--- src/sv/rmq_pkg.sv ---
// Shared types and constants for the rotation matrix to quaternion converter.
package rmq_pkg;

    localparam int FRAC_BITS_DEF = 14;
    localparam int IN_W          = 16;   // matrix entry and quaternion component width
    localparam int D_W           = 17;   // off-diagonal sum or difference
    localparam int BEST_W        = 17;   // largest candidate, never negative
    localparam int Q_W           = 33;   // quotient bits: d^2 * 2^F / t <= 2^32
    localparam int QUEUE_DEPTH   = 4;

    localparam logic [1:0] CASE_W = 2'd0;
    localparam logic [1:0] CASE_X = 2'd1;
    localparam logic [1:0] CASE_Y = 2'd2;
    localparam logic [1:0] CASE_Z = 2'd3;

    // One classified matrix; lanes hold the three smaller components in w, x, y, z order.
    typedef struct packed {
        logic [BEST_W-1:0]      best;
        logic signed [D_W-1:0]  d0;
        logic signed [D_W-1:0]  d1;
        logic signed [D_W-1:0]  d2;
        logic [1:0]             sel;
    } item_t;

endpackage

--- src/sv/rmq_queue.sv ---
// Short request queue between the front end and the arithmetic pipeline.
module rmq_queue
    import rmq_pkg::*;
(
    input  logic  clk,
    input  logic  rst_n,
    input  logic  push,
    input  item_t push_item,
    output logic  full,
    input  logic  pop,
    output logic  empty,
    output item_t head_item
);

    localparam int PTR_W = $clog2(QUEUE_DEPTH);

    item_t              mem [QUEUE_DEPTH];
    logic [PTR_W-1:0]   wr_ptr_reg, wr_ptr_next, rd_ptr_reg, rd_ptr_next;
    logic [PTR_W:0]     count_reg, count_next;

    assign full      = (count_reg == (PTR_W+1)'(QUEUE_DEPTH));
    assign empty     = (count_reg == '0);
    assign head_item = mem[rd_ptr_reg];

    always_comb
    begin
        wr_ptr_next = wr_ptr_reg;
        rd_ptr_next = rd_ptr_reg;
        count_next  = count_reg;
        if (push)
            wr_ptr_next = (wr_ptr_reg == PTR_W'(QUEUE_DEPTH-1)) ? '0 : wr_ptr_reg + 1'b1;
        if (pop)
            rd_ptr_next = (rd_ptr_reg == PTR_W'(QUEUE_DEPTH-1)) ? '0 : rd_ptr_reg + 1'b1;
        if (push && !pop)
            count_next = count_reg + 1'b1;
        else if (pop && !push)
            count_next = count_reg - 1'b1;
    end

    always_ff @(posedge clk or negedge rst_n)
    begin
        if (!rst_n)
        begin
            wr_ptr_reg <= '0;
            rd_ptr_reg <= '0;
            count_reg  <= '0;
        end
        else
        begin
            wr_ptr_reg <= wr_ptr_next;
            rd_ptr_reg <= rd_ptr_next;
            count_reg  <= count_next;
        end
    end

    always_ff @(posedge clk)
    begin
        if (push)
            mem[wr_ptr_reg] <= push_item;
    end

`ifndef NO_ASSERTIONS
    a_no_overflow: assert property (@(posedge clk) disable iff (!rst_n) full |-> !push)
        else $error("push into full queue");
    a_no_underflow: assert property (@(posedge clk) disable iff (!rst_n) empty |-> !pop)
        else $error("pop from empty queue");
    a_count_step: assert property (@(posedge clk) disable iff (!rst_n)
        (push && !pop) |=> (count_reg == $past(count_reg) + 1'b1))
        else $error("queue count did not follow a push");
`endif

endmodule

--- config.mk ---
export PLATFORM = sky130hd
export DESIGN_NAME = rmq_queue
export DESIGN_NICKNAME = d
export VERILOG_FILES = /design/src/sv/rmq_pkg.sv /design/src/sv/rmq_queue.sv
export SDC_FILE = /design/constraint.sdc
export NUM_CORES = 1
export LEC_CHECK = 0
export ABC_AREA = 1
export BUFFER_PORTS_ARGS = -buffer_cell sky130_fd_sc_hd__buf_2
export CORE_ASPECT_RATIO = 1.5
export CORE_MARGIN = 2
export CORE_UTILIZATION = 41
export CTS_BUF_LIST = sky130_fd_sc_hd__clkbuf_4
export CTS_CLUSTER_SIZE = 8
export DETAILED_ROUTE_END_ITERATION = 12
export HOLD_SLACK_MARGIN = 0.03
export PLACE_DENSITY = 0.73
export SLEW_MARGIN = 25
export SYNTH_ARGS = -nofsm -noshare
export SYNTH_HDL_FRONTEND = slang
export SYNTH_SLANG_ARGS = --single-unit
--- constraint.sdc ---
create_clock -name clk -period 2.28 [get_ports clk]
set_input_delay 0.342 -clock clk [delete_from_list [all_inputs] [get_ports clk]]
set_output_delay 0.342 -clock clk [all_outputs]
set_load 0.005 [all_outputs]
==> key figures <==
Setup path
  – CP arrival: between 2 and 2.5 ns
  – Startpoint types: flip-flop
  – R2r startpoint: wr_ptr_reg[1]
  – Worst-path maximum fanout: 10
  – FF-to-FF End: mem[1][35]
  – Crit Path Category: flip-flop to output port
  – Reg2reg setup slack: 0.62 ns
  – R2R cell count: 5
  – Worst EP required: slightly below 2 ns
  – CP endpoint kind: output port

Power
  – Leak: 0.00674 uW
  – Tot Pwr: slightly below 20000 uW
  – VDD IR max: around 0.00067 V
  – Power per cell area: 1210 nW/um2

Die
  – Die W: ~140 um
  – Die footprint: just over 30000 um2
  – # IOs: 146
  – Row count: 76
  – Starting Density: 0.417
  – Die height: 213 um
  – Core area: 28700 um2

Route
  – Via count: around 8000
  – # DRC: 0
  – DRT Wirelength: about 30 mm
  – Routed wl met3: around 1.7 mm
  – Drt first-iter violations: around 430
  – ANT nets after route: 0
  – DR vias/cell: about 4.9
  – M1 WL: 11.5 mm
  – WL per Instance: approximately 19 um
  – Detailed Routing Iterations Pass 1: 7
  – Routed length on met2: approximately 16 mm
  – Highest Signal Layer: met4

Logic synthesis
  – Synthesized netlist cell count: 869
  – Syn nets: 950
  – Mapped Area: 12000 um2
  – Post-synthesis sequential area ratio: 0.718
  – Synth warn: 0
  – Post-synth EDFFs: 280
  – Async S/R FF share, synth: 0.0244
  – Most used DFF post-synth: edfxtp_1
  – Synth cell count leaders: edfxtp_1 (280), nand2_1 (226), inv_1 (151)
  – Post-synth top area share: 0.703
  – Synth top area cells: edfxtp_1 (70%), o211ai_2 (9.4%), nand2_1 (7.1%), inv_1 (4.7%), o211ai_1 (3.1%)
  – Syn Area/Cell: approximately 14 um2
  – Flop and latch count out of synthesis: approximately 290
  – Leading area contributor after synthesis: edfxtp_1
  – Unique cell type count in the Yosys netlist: 20
  – Top-count cell post-synth: edfxtp_1

Cells and area
  – Area grow syn2layout: 34.4%
  – Post-Layout Inst Area: between 15000 and 20000 um2
  – Max reg flops: 280
  – # fillers: approximately 2300
  – Layout Cells excl Fill: 1634
  – Fin nets: between 1000 and 1500
  – Layout cells sized above 1: 0.348

Global routing
  – Initial antenna violation count: 3
  – Global Route Usage Sum: 0.190
  – Global route overflow: 0
  – Largest net degree at the start of global routing: 44
  – Vias in the first global route: approximately 8200
  – Global-route wire length before repair: about 43 mm

Timing
  – Layout Skew: between 0.04 and 0.05 ns
  – Unrepaired setup endpoints after global routing: true
  – Fmax achieved: 420 MHz
  – Final worst path period need: about 2.4 ns
  – Final setup viols: 61
  – Max transition margin: 0.725
  – Worst slew pin tran: slightly above 0.4 ns
  – Final Hold Vio Count: 0
  – Pins Over Slew Limit: 0
  – Setup ws final: -0.102 ns
  – Period utilisation layout: 1.04

Placed design
  – Final HPWL DP: roughly 14 mm
  – Placed cells: ~1400
  – Placed Area: ~13000 um2
  – Worst slack after detailed placement: around 0.48 ns
  – Port-buffer cells: 145
  – Gpl congestion: 0.736

Flow run
  – Max Cap Violations: 0

Min path
  – HP Start: push_item[52]
  – Endpoint, Worst Hold: mem[3][52]
  – Worst Hold Path Cells: 2
  – Hold Path Class: input port to flip-flop

Status
  – Failing checks: negative setup slack
  – Status: complete, but fails checks

CTS
  – Clock slew at reported path FFs: around 0.070 ns
  – CTS sink count: around 290
  – CTS tree: yes
  – Num CTS Buffers: 69
  – Root buffer cell: clkbuf_4
  – H-tree depth: 3
  – Max clock buf depth: 3
  – Clock latency on the worst-skew pair: around 0.74 ns
-- stage by stage --
step / utilization / hold slack [ns] / setup TNS, ns
CTS: 0.543 / 0.256 / -8.97
finish: 0.560 / 0.349 / -2.06
global route: 0.560 / 0.279 / -12.68
floorplan: - / 0.0464 / 0
global placement: 0.462 / 0.191 / 0
detailed placement: 0.462 / 0.187 / 0
-- power by group --
group	switching (uW)	leakage [uW]	internal, uW	total (uW)
sequential	314	0.00265	6760	7080
clock	1970	0.000521	2120	4090
combinational	4460	0.00356	3800	8260
total	6740	0.00674	12700	19400
-- what timing repair did --
item,4_1_cts,5_1_grt
hold buffers,74,0
gates cloned,18,19
buffers inserted,17,0
setup endpoints to repair,70,70
pin swaps,14,28
endpoints found under the hold margin,293,0
gates resized for setup,49,20
-- placed cells by master (no fill, tap or decap), types with 4 or more instances in the layout --
master / instances
edfxtp_1: 280
nand2_1: 220
inv_1: 147
buf_2: 142
clkbuf_4: 92
o211ai_2: 90
dlygate4sd3_1: 74
o211ai_1: 50
buf_16: 18
clkinv_1: 16
clkbuf_16: 15
buf_6: 15
buf_12: 15
buf_4: 8
nand2_2: 6
ha_1: 6
clkinv_2: 6
inv_2: 5
dfrtp_1: 5
clkinvlp_4: 4
-- cell type report --
cell class	instances	area [um2]	area share
diodes	3	7.51	0.000467
clock buffers	92	691	0.0430
clock inverters	29	169	0.0105
inverters	153	618	0.0385
multi-input cells	383	2510	0.156
flip-flops and latches	287	8590	0.534
well taps	390	488	0.0304
repair buffers	290	2900	0.180
repair inverters	7	100	0.00623
-- worst max-delay path: stages (launching register included) --
cell and delay (ns):
dfrtp_2 0.42, buf_6 0.15, inv_16 0.08, buf_12 0.15, clkbuf_16 0.16, nand2_1 0.08, o211ai_2 0.07, nand2_1 0.06
buf_2 0.12
-- routing by layer --
layer,up-vias,GRT usage
met5,-,0
met4,0,0.110
met3,88,0.0458
met2,277,0.327
met1,3853,0.214
li1,3743,-
-- worst max path at each step --
stage | start | to | slack, ns | depth (start not counted)
final | rd_ptr_reg[0] | head_item[39] | -0.10 | 8
after global routing | rd_ptr_reg[0] | head_item[39] | -0.26 | 8
after CTS | rd_ptr_reg[0] | head_item[19] | -0.17 | 8
after detailed placement | rd_ptr_reg[0] | head_item[61] | 0.48 | 6
after global placement | rd_ptr_reg[0] | head_item[63] | 0.52 | 6
after floorplan | wr_ptr_reg[0] | mem[0][0] | 0.16 | 4
-- kinds of logic after synthesis --
kind of cell,count (synthesis),synth area share
buffers and inverters,199,0.0735
AOI/OAI and AO/OA,144,0.127
adders and majority gates,7,0.00795
and+or+nand+nor,231,0.0730
xor gates and xnor gates,1,0.000732
DFF,287,0.718
No activity file was read; power rests on OpenSTA's default activity.
