--- config.mk ---
export PLATFORM = sky130hd
export DESIGN_NAME = rmq_front
export DESIGN_NICKNAME = d
export VERILOG_FILES = /design/src/sv/rmq_pkg.sv /design/src/sv/rmq_front.sv
export SDC_FILE = /design/constraint.sdc
export NUM_CORES = 1
export LEC_CHECK = 0
export BUFFER_PORTS_ARGS = -buffer_cell sky130_fd_sc_hd__buf_2
export CAP_MARGIN = 20
export CELL_PAD_IN_SITES_DETAIL_PLACEMENT = 2
export CELL_PAD_IN_SITES_GLOBAL_PLACEMENT = 2
export CORE_MARGIN = 4
export CORE_UTILIZATION = 35
export CTS_CLUSTER_SIZE = 12
export DETAILED_ROUTE_END_ITERATION = 7
export PLACE_DENSITY = 0.95
export REMOVE_ABC_BUFFERS = 1
export SKIP_CTS_REPAIR_TIMING = 1
export SLEW_MARGIN = 20
export SYNTH_ARGS = -nofsm -noshare
export SYNTH_HDL_FRONTEND = slang
export SYNTH_SLANG_ARGS = --single-unit
--- constraint.sdc ---
create_clock -name clk -period 5.55 [get_ports clk]
set_clock_uncertainty 0.05 [all_clocks]
set_input_delay 0.555 -clock clk [delete_from_list [all_inputs] [get_ports clk]]
set_output_delay 0.555 -clock clk [all_outputs]
set_load 0.01 [all_outputs]
--- src/sv/rmq_pkg.sv ---
// Shared types and constants for the rotation matrix to quaternion converter.
package rmq_pkg;

    localparam int FRAC_BITS_DEF = 14;
    localparam int IN_W          = 16;   // matrix entry and quaternion component width
    localparam int D_W           = 17;   // off-diagonal sum or difference
    localparam int BEST_W        = 17;   // largest candidate, never negative
    localparam int Q_W           = 33;   // quotient bits: d^2 * 2^F / t <= 2^32
    localparam int QUEUE_DEPTH   = 4;

    localparam logic [1:0] CASE_W = 2'd0;
    localparam logic [1:0] CASE_X = 2'd1;
    localparam logic [1:0] CASE_Y = 2'd2;
    localparam logic [1:0] CASE_Z = 2'd3;

    // One classified matrix; lanes hold the three smaller components in w, x, y, z order.
    typedef struct packed {
        logic [BEST_W-1:0]      best;
        logic signed [D_W-1:0]  d0;
        logic signed [D_W-1:0]  d1;
        logic signed [D_W-1:0]  d2;
        logic [1:0]             sel;
    } item_t;

endpackage

--- src/sv/rmq_front.sv ---
// Front end: takes a matrix, picks the largest candidate, forms the off-diagonal terms.
module rmq_front
    import rmq_pkg::*;
(
    input  logic                  clk,
    input  logic                  rst_n,
    input  logic                  in_valid,
    output logic                  in_ready,
    input  logic signed [IN_W-1:0] m11,
    input  logic signed [IN_W-1:0] m12,
    input  logic signed [IN_W-1:0] m13,
    input  logic signed [IN_W-1:0] m21,
    input  logic signed [IN_W-1:0] m22,
    input  logic signed [IN_W-1:0] m23,
    input  logic signed [IN_W-1:0] m31,
    input  logic signed [IN_W-1:0] m32,
    input  logic signed [IN_W-1:0] m33,
    input  logic                  q_full,
    output logic                  q_push,
    output item_t                 q_item
);

    logic          vld_reg, vld_next;
    item_t         item_reg, item_next;
    logic signed [IN_W+1:0] c0, c1, c2, c3, best;
    logic [1:0]    sel;
    logic signed [D_W-1:0] a23m32, a31m13, a12m21, a12p21, a31p13, a23p32;
    logic          accept;

    always_comb
    begin
        c0 = (IN_W+2)'(m11) + (IN_W+2)'(m22) + (IN_W+2)'(m33);
        c1 = (IN_W+2)'(m11) - (IN_W+2)'(m22) - (IN_W+2)'(m33);
        c2 = (IN_W+2)'(m22) - (IN_W+2)'(m11) - (IN_W+2)'(m33);
        c3 = (IN_W+2)'(m33) - (IN_W+2)'(m11) - (IN_W+2)'(m22);
        best = c0;
        sel  = CASE_W;
        // strict compares: earlier candidate keeps a tie
        if (c1 > best)
        begin
            best = c1;
            sel  = CASE_X;
        end
        if (c2 > best)
        begin
            best = c2;
            sel  = CASE_Y;
        end
        if (c3 > best)
        begin
            best = c3;
            sel  = CASE_Z;
        end

        a23m32 = D_W'(m23) - D_W'(m32);
        a31m13 = D_W'(m31) - D_W'(m13);
        a12m21 = D_W'(m12) - D_W'(m21);
        a12p21 = D_W'(m12) + D_W'(m21);
        a31p13 = D_W'(m31) + D_W'(m13);
        a23p32 = D_W'(m23) + D_W'(m32);

        item_next.best = best[BEST_W-1:0];
        item_next.sel  = sel;
        case (sel)
            CASE_W:
            begin
                item_next.d0 = a23m32;
                item_next.d1 = a31m13;
                item_next.d2 = a12m21;
            end
            CASE_X:
            begin
                item_next.d0 = a23m32;
                item_next.d1 = a12p21;
                item_next.d2 = a31p13;
            end
            CASE_Y:
            begin
                item_next.d0 = a31m13;
                item_next.d1 = a12p21;
                item_next.d2 = a23p32;
            end
            default:
            begin
                item_next.d0 = a12m21;
                item_next.d1 = a31p13;
                item_next.d2 = a23p32;
            end
        endcase
    end

    assign q_push   = vld_reg && !q_full;
    assign in_ready = !vld_reg || !q_full;
    assign accept   = in_valid && in_ready;
    assign q_item   = item_reg;

    always_comb
    begin
        vld_next = vld_reg;
        if (accept)
            vld_next = 1'b1;
        else if (q_push)
            vld_next = 1'b0;
    end

    always_ff @(posedge clk or negedge rst_n)
    begin
        if (!rst_n)
            vld_reg <= 1'b0;
        else
            vld_reg <= vld_next;
    end

    always_ff @(posedge clk)
    begin
        if (accept)
            item_reg <= item_next;
    end

endmodule

==> results.cfg <==
[clock_network]
cts_max_path_buffers = 2
cts_root_buf = clkbuf_16
htree_num_levels = 3
worstSkewPairLatency_ps = 380
cts_tree = yes
numCtsBuffers = 9
clk_pin_slew_worst_paths_ps = 70
numClockSinks = 71

[logic_synthesis]
synth_edf_count = 70
synthDistinctLibCells = 76
synth_area_per_cell_sq_um = 8.55
syn_inst = 1507
synthAdderAreaFrac_pct = 31.8
ys_seq_elements = 71
synth_compound_area_share_pct = 21.6
syn_area_sq_um = 12900
yosysSeqAreaShare_pct = 16.5
ys.flop_type = edfxtp_1
yosysTopAreaCell = ha_1
synthTopCellsByArea = ha_1 (20%), edfxtp_1 (16%), fa_1 (11%), a21oi_1 (6.3%), inv_1 (6.1%)
async_flop_share_pct = 1.41
yosys-mux-area-fraction_pct = 3.84
yosysWarnings = 0
synth_top_family_by_area = adder cells
yosys.area_share.simple_pct = 9.90
synthDominantCellAreaShare_pct = 20.3
synth_xor_area_share_pct = 8.71

[critical_path]
slowest_stage = or4_4
worstPathArrival_ps = 11380
crit_path_max_incr_delay_ps = 510
start_kind = input pin
crit_path_max_fanout = 12
cp-end-kind = flip-flop
crit_required_ps = 5630
cp_common_cell = a21oi_2
critical_path_class = in2reg

[drt]
firstDrtPassIters = 5
antenna_left = 0
drc = 0
vias = 15400
vias_per_cell = 6.07
wl_mm = 84.3
drtIter0Drc = 1073
wire_per_inst_um = 33.3

[flow_run]
drv_cap = 0

[layout]
final_nets = 2480
multiInputGateArea_sq_um = 10400
layout.cells.non_filler = 2528
mostFrequentLayoutCells = buf_4 (336), buf_2 (219), inv_1 (206)
register_area_sq_um = 2130
num-fill-cells = 3983
drive_gt1_share_pct = 35.5
area_delta_synth_final_pct = 40.5
final_common_cell = buf_4
largest_reg_flops = 70

[global_route]
grt_pass1_vias = 16700
track_usage_pct = 33.1
grt_overflow = 0
grt_pass1_wl_mm = 101
antenna_found_initial = 8
grt_max_degree = 71

[place]
post-place-cells = 2485
gp_congestion = 0.928
place.detailed.hpwl_mm = 58.0
port_buffers = 219

[timing]
fmax_mhz = 88.4
setup_ws_ps = -5760
hold_violations = 0
period_minus_slack_ps = 11310
maxSlewViolCount = 0
fin_crit_sh_pct = 204
setup_tns_ps = -380060
slew_headroom_pct = 23.8
setup_violations = 69
rsz0062_at_grt = yes
worst_pin_slew_ps = 1140

[floorplanning]
die_width_um = 200
start_util_pct = 35.4
fp.coreArea_sq_um = 36400
die_area_sq_um = 39900
design.portCount = 220
num_rows = 70
die_h_um = 200

[hold_path]
min_path_type = in2reg

[pwr]
power.density_nw_per_um2 = 782
power.leakage_nw = 8.83
peakVddDrop_mv = 0.555

[outcome]
status = finished, violations left
violations = negative setup slack
## path summary, 6_finish.rpt
kind	start	to	slack, ps	depth (start not counted)
setup / recovery	m11[3]	q_item[32]$_DFFE_PP_	-5760	55
max in group asynchronous	rst_n	vld_reg$_DFFE_PN0P_	4940	2
setup reg to reg	vld_reg$_DFFE_PN0P_	q_item[37]$_DFFE_PP_	3620	2
hold / removal	in_valid	vld_reg$_DFFE_PN0P_	400	2
hold reg to reg	vld_reg$_DFFE_PN0P_	vld_reg$_DFFE_PN0P_	570	2
min in group asynchronous	rst_n	vld_reg$_DFFE_PN0P_	430	2
## cells in the mapped netlist, types with 3 or more instances
cell type,n
a211oi_1,11
a21boi_0,10
a21o_1,26
a21oi_1,162
a221oi_1,4
a31o_2,3
a31oi_1,5
and2_0,3
and2_1,6
and3_1,11
buf_2,5
buf_6,3
clkbuf_1,29
edfxtp_1,70
fa_1,72
ha_1,209
inv_1,210
mux2_2,3
mux2i_1,41
nand2_1,60
nand2b_1,15
nand3_1,14
nand4_1,9
nor2_1,122
nor2b_1,15
nor3_1,8
nor4_1,3
o2111ai_1,3
o21a_1,15
o21ai_0,103
o21ai_1,15
o21bai_1,41
o22ai_1,7
o31ai_1,20
xnor2_1,88
xor2_1,32
## metrics by stage
step / setup slack, ps / total power, mW / instance area (sq um) / util (%) / hold WS, ps
2_1_floorplan: -5900 / 5.60 / 12700 / - / 209
4_1_cts: -5830 / 11.3 / 17200 / 47.2 / -122
6_report: -5760 / 14.2 / 18100 / 49.7 / 395
3_3_place_gp: -4690 / 9.23 / 16900 / 46.5 / 280
5_1_grt: -5900 / 14.4 / 18100 / 49.7 / 394
3_5_place_dp: -6150 / 10.6 / 16900 / 46.5 / 281
## worst max-delay path, delay by kind of cell
family	cells	cell delay, ps
AO/OA/AOI/OAI	24	4430
AND/OR/NAND/NOR	15	2690
adder cells (fa/ha/maj)	6	2030
buffers and inverters	8	1280
XOR/XNOR	2	360
## report_power, final
part / internal (mW) / switching (mW) / leakage (nW)
logic: 4.83 / 7.36 / 8.03
registers: 1.19 / 0.166 / 0.675
clock network: 0.304 / 0.314 / 0.126
total: 6.32 / 7.84 / 8.83
## cell families (layout without fill, tap and decap cells)
group,after synthesis,after routing
other cells,0,4
fa+ha+maj,285,285
compound gates,450,450
mux,48,48
simple gates,278,278
xor+xnor,124,124
buf+inv,251,800
flops,71,71
## metal layers
metal / global-route usage (%) / part of all wire [%] / vias up
met5: 0 / 0.079 / -
met1: 34.7 / 34 / 7689
met3: 5.57 / 7.0 / 469
met2: 63.5 / 50 / 919
met4: 16.4 / 9.3 / 10
li1: - / - / 6264
## cell type report
cell class | instances | share of cell area, %
Inverter | 210 | 4.39
Multi-Input combinational cell | 1185 | 57.4
Tap cell | 468 | 3.23
Clock inverter | 5 | 0.187
Clock buffer | 11 | 1.29
Timing Repair Buffer | 574 | 21.7
Antenna cell | 4 | 0.0553
Sequential cell | 71 | 11.8
Note: power is estimated with default switching activity, not from simulation.
